File: src/rtl/core/mesh_bbox_normalizer_unit_assert.svh
// Assertion helpers used by the controller.
`ifndef MESH_BBOX_NORMALIZER_UNIT_ASSERT_SVH
`define MESH_BBOX_NORMALIZER_UNIT_ASSERT_SVH

// Same-cycle implication, checked out of reset.
`define MBN_ASSERT_IMP(label, clk, rst_n, ante, cons) \
    label: assert property (@(posedge clk) disable iff (!rst_n) (ante) |-> (cons)) \
        else $error("mbn check failed");

// Next-cycle implication, checked out of reset.
`define MBN_ASSERT_NXT(label, clk, rst_n, ante, cons) \
    label: assert property (@(posedge clk) disable iff (!rst_n) (ante) |=> (cons)) \
        else $error("mbn check failed");

`endif

File: src/rtl/core/mbn_pkg.sv
`default_nettype none
package mbn_pkg;

    localparam int COORD_W = 32;
    localparam int VIDX_W  = 10;
    localparam int RAD_W   = 31;
    localparam int CNT_W   = 5;

    localparam logic [CNT_W-1:0] STEP_LAST = 5'd31;
    localparam logic [CNT_W-1:0] SQ_LAST   = 5'd3;

    localparam logic [1:0] MODE_LOAD  = 2'd0;
    localparam logic [1:0] MODE_FETCH = 2'd1;
    localparam logic [1:0] MODE_CLEAR = 2'd2;

    localparam logic [1:0] STATUS_OK    = 2'd0;
    localparam logic [1:0] STATUS_EMPTY = 2'd1;
    localparam logic [1:0] STATUS_DEGEN = 2'd2;

    typedef enum logic [2:0] {
        S_IDLE,
        S_READ,
        S_DIV,
        S_SQ,
        S_ROOT,
        S_FINISH
    } t_state;

    typedef struct packed {
        logic       load;
        logic       clear;
        logic       start;
        logic       div_init;
        logic       div_step;
        logic       sq_clear;
        logic [1:0] sq_sel;
        logic       sq_step;
        logic       root_init;
        logic       root_step;
        logic       emit;
        logic [1:0] emit_status;
    } t_cmd;

    typedef struct packed {
        logic empty;
        logic degen;
        logic out_free;
    } t_stat;

endpackage
`default_nettype wire

File: src/rtl/core/mbn_ctrl.sv
`default_nettype none
`include "mesh_bbox_normalizer_unit_assert.svh"
module mbn_ctrl (
    input  wire               i_clk,
    input  wire               i_rst_n,
    input  wire               i_in_valid,
    input  wire  [1:0]        i_mode,
    output logic              o_in_ready,
    input  mbn_pkg::t_stat    i_stat,
    output mbn_pkg::t_cmd     o_cmd
);
    import mbn_pkg::*;

    t_state           r_state, n_state;
    logic [CNT_W-1:0] r_cnt, n_cnt;
    logic [1:0]       r_status, n_status;
    logic             w_acc;

    assign o_in_ready = (r_state == S_IDLE);
    assign w_acc      = i_in_valid && o_in_ready;

    always_ff @(posedge i_clk) begin
        if (!i_rst_n) begin
            r_state  <= S_IDLE;
            r_cnt    <= '0;
            r_status <= STATUS_OK;
        end else begin
            r_state  <= n_state;
            r_cnt    <= n_cnt;
            r_status <= n_status;
        end
    end

    // next state
    always_comb begin
        n_state  = r_state;
        n_cnt    = r_cnt;
        n_status = r_status;
        unique case (r_state)
            S_IDLE: begin
                n_cnt = '0;
                if (w_acc && i_mode == MODE_FETCH) begin
                    if (i_stat.empty) begin
                        n_status = STATUS_EMPTY;
                        n_state  = S_FINISH;
                    end else begin
                        n_state = S_READ;
                    end
                end
            end
            S_READ: begin
                if (i_stat.degen) begin
                    n_status = STATUS_DEGEN;
                    n_state  = S_FINISH;
                end else begin
                    n_status = STATUS_OK;
                    n_state  = S_DIV;
                end
            end
            S_DIV: begin
                n_cnt = r_cnt + 5'd1;
                if (r_cnt == STEP_LAST) begin
                    n_cnt   = '0;
                    n_state = S_SQ;
                end
            end
            S_SQ: begin
                n_cnt = r_cnt + 5'd1;
                if (r_cnt == SQ_LAST) begin
                    n_cnt   = '0;
                    n_state = S_ROOT;
                end
            end
            S_ROOT: begin
                n_cnt = r_cnt + 5'd1;
                if (r_cnt == STEP_LAST) begin
                    n_cnt   = '0;
                    n_state = S_FINISH;
                end
            end
            S_FINISH: begin
                if (i_stat.out_free) n_state = S_IDLE;
            end
            default: n_state = S_IDLE;
        endcase
    end

    // commands
    always_comb begin
        o_cmd = '0;
        o_cmd.emit_status = r_status;
        o_cmd.sq_sel      = r_cnt[1:0];
        unique case (r_state)
            S_IDLE: begin
                o_cmd.load  = w_acc && (i_mode == MODE_LOAD);
                o_cmd.clear = w_acc && (i_mode == MODE_CLEAR);
                o_cmd.start = w_acc && (i_mode == MODE_FETCH) && !i_stat.empty;
            end
            S_READ:   o_cmd.div_init = !i_stat.degen;
            S_DIV:    o_cmd.div_step = 1'b1;
            S_SQ: begin
                o_cmd.sq_step   = 1'b1;
                o_cmd.sq_clear  = (r_cnt == '0);
                o_cmd.root_init = (r_cnt == SQ_LAST);
            end
            S_ROOT:   o_cmd.root_step = 1'b1;
            S_FINISH: o_cmd.emit = i_stat.out_free;
            default: ;
        endcase
    end

    `MBN_ASSERT_NXT(a_fetch_leaves_idle, i_clk, i_rst_n,
        w_acc && i_mode == MODE_FETCH, r_state != S_IDLE)
    `MBN_ASSERT_NXT(a_hold_finish, i_clk, i_rst_n,
        r_state == S_FINISH && !i_stat.out_free, r_state == S_FINISH)
    `MBN_ASSERT_IMP(a_sq_window, i_clk, i_rst_n,
        r_state == S_SQ, r_cnt <= SQ_LAST)

endmodule
`default_nettype wire

File: config.mk
export PLATFORM = sky130hd
export DESIGN_NAME = mbn_ctrl
export DESIGN_NICKNAME = d
export VERILOG_FILES = /design/src/rtl/core/mbn_pkg.sv /design/src/rtl/core/mbn_ctrl.sv
export VERILOG_INCLUDE_DIRS = /design/src /design/src/rtl/core
export SDC_FILE = /design/constraint.sdc
export NUM_CORES = 1
export LEC_CHECK = 0
export BUFFER_PORTS_ARGS = -buffer_cell sky130_fd_sc_hd__buf_2
export CAP_MARGIN = 5
export CORE_AREA = 2 2 44 46
export CTS_CLUSTER_SIZE = 40
export DETAILED_ROUTE_END_ITERATION = 8
export DIE_AREA = 0 0 46 48
export PLACE_DENSITY = 0.69
export REMOVE_ABC_BUFFERS = 1
export SLEW_MARGIN = 20
export SYNTH_ARGS = -nofsm -noshare
export SYNTH_HDL_FRONTEND = slang
export SYNTH_SLANG_ARGS = --single-unit
export TNS_END_PERCENT = 10
File: constraint.sdc
create_clock -name i_clk -period 1.9 [get_ports i_clk]
set_input_delay 0.285 -clock i_clk [delete_from_list [all_inputs] [get_ports i_clk]]
set_output_delay 0.285 -clock i_clk [all_outputs]
set_load 0.1 [all_outputs]
==> flow_metrics.tcl, run 1 <==
set metrics [dict create \
    status "finished, final reports clean" \
    crit_chain "ha_2 > and3_1 > ha_1 > o32ai_1 > buf_4 > or4_1 > a21oi_2" \
    hold_slack_ns 0.247 \
    path_max_fanout 11 \
    min-delay-path-class "in -> reg" \
    worst_slew_margin_rel_pct 67.6 \
    netlist.area_leader.share_pct 28.9 \
    cp-startpoint "r_cnt[0]" \
    report.final.hold_viol_count 0 \
    worst_slack_ns 0.00815 \
    grt_max_degree 13 \
    worstHoldStart "i_rst_n" \
    crit_path_max_incr_delay_ns 0.55 \
    worst_ir_drop_vdd_mv 0.870 \
    die_height_um 48 \
    power.density_cell_area_nw_per_um2 1320 \
    detailedPlacementHpwl_mm 1.31 \
    num-fill-cells 141 \
    critical_path.endpoint_type "flip-flop" \
    synth_seq_cells 10 \
    ctsRootBufferMaster "sky130_fd_sc_hd__clkbuf_4" \
    drive_above_1_share_pct 41.0 \
    regToRegStartpoint "r_cnt[0]" \
    gate_count_post_synth 88 \
    regArea_um2 201 \
    clock_tree_from_tritoncts "yes" \
    timing.final.crit_share_pct 99.6 \
    syn_avg_cell_area_um2 7.88 \
    critPathKind "reg -> reg" \
    synth_area_um2 693 \
    clock_skew_ns 0.00179 \
    drc_errors 0 \
    numPlacedInstances 130 \
    cp_data_required_time_ns 2.12 \
    placement.io_buffers 22 \
    ffs_w_async_s_r_synth_pct 0 \
    crit-reg2reg-capture "r_state[1]" \
    totalWireLength_mm 1.76 \
    viasPerCell 5.54 \
    period_minus_slack_ns 1.89 \
    dieWidth_um 46 \
    slowest_cell_on_crit_path "sky130_fd_sc_hd__or4_1" \
    max_freq_ghz 0.529 \
    dieArea_um2 2210 \
    insertion_delay_ns 0.28 \
    tightestPinTransition_ns 0.489 \
    power.static_leakage_nw 0.454 \
    finalInstanceArea_um2 1070 \
    grt_util_all_layers_pct 18.0 \
    synthMostInstantiatedCell "sky130_fd_sc_hd__dfxtp_1" \
    layout.cells.non_filler 134 \
    met1_usage_pct 21.4 \
    overflow 0 \
    top_usage_layer "met2" \
    cp_data_arrival_time_ns 2.11 \
    worst_case_reg_to_reg_path_depth 7 \
    regToRegSetupSlack_ns 0.008 \
    core-area_um2 1690 \
    antenna-diode-count 0 \
    layout-area-overhead-vs-synth_pct 54.0 \
    cts-root-to-sink-buffers 2 \
    ys_types 40 \
    cts_sinks 10 \
    cts_max_level 1 \
    placedInstanceArea_um2 987 \
    worst-path-buf-inv 1 \
    cts_hold_buf 0 \
    floorplan.io_pins 23 \
    finalNetCount 129 \
    slew_violations 0 \
    multiInputGateArea_um2 463 \
    dr.first_iter.drc_count 13 \
    hold_depth 2 \
    yosys_synthesis_warning_count 0 \
    pre_cts_ws_ns 0.0458 \
    finalPower_mw 1.41 \
    synth_top_area_cells "sky130_fd_sc_hd__dfxtp_1, sky130_fd_sc_hd__ha_1, sky130_fd_sc_hd__a21oi_1" \
    wire_per_inst_um 13.1 \
    globalRouteMet3Util_pct 2.26 \
    number_of_global_route_vias_before_repair 655 \
    synth_edf_count 0 \
    setup_viol_count_final 0 \
    max_cap_viol_count 0 \
    clk_transition_reported_paths_ns 0.07 \
    cts_buffers 3 \
    initial_antenna_violation_count 0 \
    min_to "r_state[2]" \
    ys_seq_area_share_pct 28.9 \
    critical_path.top_delay_family "simple AND/OR/NAND/NOR gates" \
    wire_length_of_the_first_global_routing_pass_mm 2.82 \
    site_rows 15 \
    drt.antenna.violating_nets 0 \
    grt_util_met2_pct 31.1 \
    floorplan.initialDensity_pct 41.0 \
    route.vias.total 743 \
    post_cts.repair.setup_buffers 0 \
    globalplace.congestion 0.843 \
    cell_type_with_the_highest_aggregate_area_in_the_netlist "sky130_fd_sc_hd__dfxtp_1" \
    synthTopCellsByCount "sky130_fd_sc_hd__dfxtp_1, sky130_fd_sc_hd__inv_1, sky130_fd_sc_hd__nor2_1" \
    drt-pass1-iter-count 4 \
    unrepaired_setup_endpoints_after_global_routing "yes" \
    synth_flop_cell "sky130_fd_sc_hd__dfxtp_1" \
    setup.worst_path.start_class "flip-flop" \
]
registers in the layout, indices dropped and copies added (netlist names):
name      flops
r_cnt         5
r_state       3
r_status      2
worst register-to-register path, delay by kind of cell (launching register included):
family	cells	cell delay [ns]
adder cells (fa/ha/maj)	2	0.35
flip-flops	1	0.35
AO/OA/AOI/OAI	2	0.25
buffers and inverters	1	0.18
AND/OR/NAND/NOR	2	0.71
cells by family after synthesis:
kind of cell,Yosys count,share of synthesized area (%)
buf+inv,14,10.1
fa+ha+maj,3,5.42
simple gates,37,31.4
xor+xnor,1,1.26
flops,10,28.9
compound gates,23,22.9
routing by layer:
layer,vias up,part of all wire (%)
met2,16,54
met4,0,1.4
met1,351,42
met5,-,0
li1,373,-
met3,3,2.0
placed cells by master, fill, tap and decap left out, types with 2 or more instances in the layout:
| cell type | netlist | routed |
|---|---|---|
| sky130_fd_sc_hd__o21ai_0 | 3 | 3 |
| sky130_fd_sc_hd__buf_4 | 2 | 9 |
| sky130_fd_sc_hd__dfxtp_1 | 10 | 9 |
| sky130_fd_sc_hd__a21oi_1 | 7 | 6 |
| sky130_fd_sc_hd__nor2_1 | 8 | 7 |
| sky130_fd_sc_hd__clkbuf_4 | 0 | 4 |
| sky130_fd_sc_hd__and3_1 | 2 | 2 |
| sky130_fd_sc_hd__ha_1 | 3 | 2 |
| sky130_fd_sc_hd__nand2_1 | 6 | 6 |
| sky130_fd_sc_hd__a311oi_1 | 2 | 2 |
| sky130_fd_sc_hd__nand3_1 | 3 | 3 |
| sky130_fd_sc_hd__a211oi_1 | 2 | 2 |
| sky130_fd_sc_hd__nor2b_1 | 3 | 2 |
| sky130_fd_sc_hd__inv_1 | 8 | 8 |
| sky130_fd_sc_hd__buf_2 | 2 | 12 |
| sky130_fd_sc_hd__buf_12 | 0 | 9 |
layout make-up:
cell class              count  share of cell area, %
multi-input cells          64                   43.4
repair buffers             31                   29.5
flip-flops and latches     10                   18.9
clock buffers               4                   3.40
inverters                   8                   2.81
well taps                  17                   1.99
worst max path at each step:
stage	slack, ns	cells after the start	end
3_5_place_dp	0.05	6	r_state[1]
3_3_place_gp	0.13	7	r_cnt[2]
4_1_cts	0.0004	5	o_cmd[4]
6_report	0.008	7	r_state[1]
5_1_grt	-0.07	7	r_state[1]
2_1_floorplan	-2.41	2	o_cmd[13]
what timing repair did:
action	CTS	global route
setup endpoints to repair	4	9
pin swaps	0	0
gates resized for setup	4	7
power breakdown:
group          switching (mW)  leakage, nW  internal, mW  total, mW
Combinational           0.617        0.351         0.310      0.927
Clock                  0.0891       0.0210         0.117      0.206
Sequential             0.0276       0.0815         0.245      0.273
Total                   0.733        0.454         0.672       1.41
per-stage QoR:
stage	utilization, %	setup TNS [ns]
after CTS	61.6	0
final	63.2	0
after global routing	63.2	-0.0731
after global placement	58.4	0
after floorplan	-	-14.30
after detailed placement	58.4	0
(Power assumes the default switching activity.)
==> run 2: changes to the inputs <==
--- a/config.mk
+++ b/config.mk
@@ -14,6 +14,7 @@
 export DIE_AREA = 0 0 46 48
 export PLACE_DENSITY = 0.69
 export REMOVE_ABC_BUFFERS = 1
+export SETUP_SLACK_MARGIN = 0.4
 export SLEW_MARGIN = 20
 export SYNTH_ARGS = -nofsm -noshare
 export SYNTH_HDL_FRONTEND = slang
==> constraint.sdc (replaced) <==
create_clock -name i_clk -period 1.9 [get_ports i_clk]
set_input_delay 0.38 -clock i_clk [delete_from_list [all_inputs] [get_ports i_clk]]
set_output_delay 0.38 -clock i_clk [all_outputs]
set_load 0.1 [all_outputs]
==> flow_metrics.tcl, run 2 (synthesis gave the netlist of run 1 again) <==
set metrics [dict create \
    layout.cells.non_filler 137 \
    power.static_leakage_nw 0.492 \
    period_minus_slack_ns 1.95 \
    regToRegStartpoint "r_state[1]" \
    overflow 0 \
    cts_hold_buf 0 \
    most-common-layout-cells "sky130_fd_sc_hd__buf_12, sky130_fd_sc_hd__buf_4, sky130_fd_sc_hd__buf_2" \
    report.final.hold_viol_count 0 \
    power.density_cell_area_nw_per_um2 1250 \
    clock_tree_from_tritoncts "yes" \
    layout.cells.most_common "sky130_fd_sc_hd__buf_12" \
    viasPerCell 5.95 \
    drt.antenna.violating_nets 0 \
    insertion_delay_ns 0.29 \
    critical_path.endpoint_type "output port" \
    totalWireLength_mm 2.19 \
    globalplace.congestion 0.786 \
    dr.first_iter.drc_count 22 \
    finalInstanceArea_um2 1270 \
    layout-area-overhead-vs-synth_pct 83.9 \
    cts_buffers 3 \
    wire_length_of_the_first_global_routing_pass_mm 3.42 \
    largest_registers "r_cnt x5, r_state x3, r_status x2" \
    floorplan.io_pins 23 \
    finalNetCount 132 \
    max_freq_ghz 0.512 \
    placedInstanceArea_um2 1010 \
    tightestPinTransition_ns 0.485 \
    setup_viol_count_final 1 \
    dieArea_um2 2210 \
    ctsRootBufferMaster "sky130_fd_sc_hd__clkbuf_4" \
    layout.core_utilization_pct 75.5 \
    multiInputGateArea_um2 591 \
    cp_data_arrival_time_ns 1.57 \
    violations "setup timing" \
    min-delay-path-class "in -> reg" \
    initial_antenna_violation_count 0 \
    clock_skew_ns 0.0115 \
    die_height_um 48 \
    site_rows 15 \
    regToRegSetupSlack_ns 0.04 \
    cts-root-to-sink-buffers 2 \
    largest_reg_flops 5 \
    core-area_um2 1690 \
    worstHoldStart "i_rst_n" \
    drc_errors 0 \
    worst_ir_drop_vdd_mv 0.882 \
    cp_data_required_time_ns 1.52 \
    worst_slew_margin_rel_pct 67.9 \
    worst_slack_ns -0.0517 \
    timing.final.crit_share_pct 103 \
    numPlacedInstances 131 \
    number_of_global_route_vias_before_repair 717 \
    num-fill-cells 107 \
    grt_util_all_layers_pct 22.5 \
    cts_max_level 1 \
    clk_transition_reported_paths_ns 0.08 \
    crit-reg2reg-capture "r_state[1]" \
    status "complete, but fails checks" \
    regArea_um2 208 \
    detailedPlacementHpwl_mm 1.50 \
    drt-pass1-iter-count 4 \
    worst_case_reg_to_reg_path_depth 5 \
    antenna-diode-count 0 \
    hold_slack_ns 0.334 \
    drive_above_1_share_pct 61.7 \
    critPathKind "reg -> out" \
    wire_per_inst_um 16.0 \
    path_max_fanout 4 \
    floorplan.initialDensity_pct 41.0 \
    placement.io_buffers 22 \
    min_to "r_state[2]" \
    timing.setup.tns_ns -0.0517 \
    dieWidth_um 46 \
    route.vias.total 815 \
    slew_violations 0 \
    top_register "r_cnt" \
    grt_max_degree 13 \
    setup.worst_path.start_class "flip-flop" \
    hold_depth 2 \
    unrepaired_setup_endpoints_after_global_routing "yes" \
    cts_sinks 10 \
    max_cap_viol_count 0 \
]
==> run 2: final cells by class <==
type                            instances  share of cell area, %
Inverter                                8                   2.36
Sequential cell                        10                   16.3
Tap cell                               17                   1.67
Multi-Input combinational cell         64                   46.3
Timing Repair Buffer                   34                   30.5
Clock buffer                            4                   2.85
==> run 2: worst max path at each step <==
stage / from / to / cells past startpoint
floorplan: r_state[1] / o_cmd[13] / 2
global placement: r_state[2] / o_cmd[13] / 4
detailed placement: r_cnt[0] / r_state[1] / 6
CTS: r_state[2] / o_cmd[13] / 4
global route: r_state[1] / o_cmd[13] / 4
finish: r_state[1] / o_cmd[13] / 4
==> run 2: critical path, stage by stage, from the launching register on <==
cell                      delay [ns]
sky130_fd_sc_hd__dfxtp_2        0.32
sky130_fd_sc_hd__or3_4          0.42
sky130_fd_sc_hd__nor4b_4        0.21
sky130_fd_sc_hd__buf_4          0.16
sky130_fd_sc_hd__buf_12         0.16
==> run 2: stage by stage <==
| stage | worst slack [ns] | total power, mW |
|---|---|---|
| finish | -0.0517 | 1.59 |
| global route | -0.0977 | 1.66 |
| CTS | -0.0796 | 1.54 |
| detailed placement | 0.0262 | 1.20 |
| global placement | 0.117 | 1.17 |
| floorplan | -2.51 | 0.887 |
==> run 2: layer usage <==
| layer | share of wire (%) | vias to the layer above | global-route usage, % |
|---|---|---|---|
| li1 | - | 378 | - |
| met1 | 37 | 391 | 27.4 |
| met2 | 54 | 35 | 35.8 |
| met3 | 4.9 | 11 | 6.42 |
| met4 | 4.0 | 0 | 12.0 |
| met5 | 0 | - | 0 |
==> run 2: report_power, final <==
| group | leakage [nW] | internal [mW] | switching, mW |
|---|---|---|---|
| registers | 0.0839 | 0.250 | 0.0281 |
| logic | 0.387 | 0.395 | 0.718 |
| clock network | 0.0210 | 0.117 | 0.0861 |
==> run 2: what timing repair did <==
action                                  4_1_cts  5_1_grt
pin swaps                                    16       11
cloned                                        0        0
endpoints found under the setup margin       20       19
buffers inserted                              2        0
gates resized for setup                      42       10
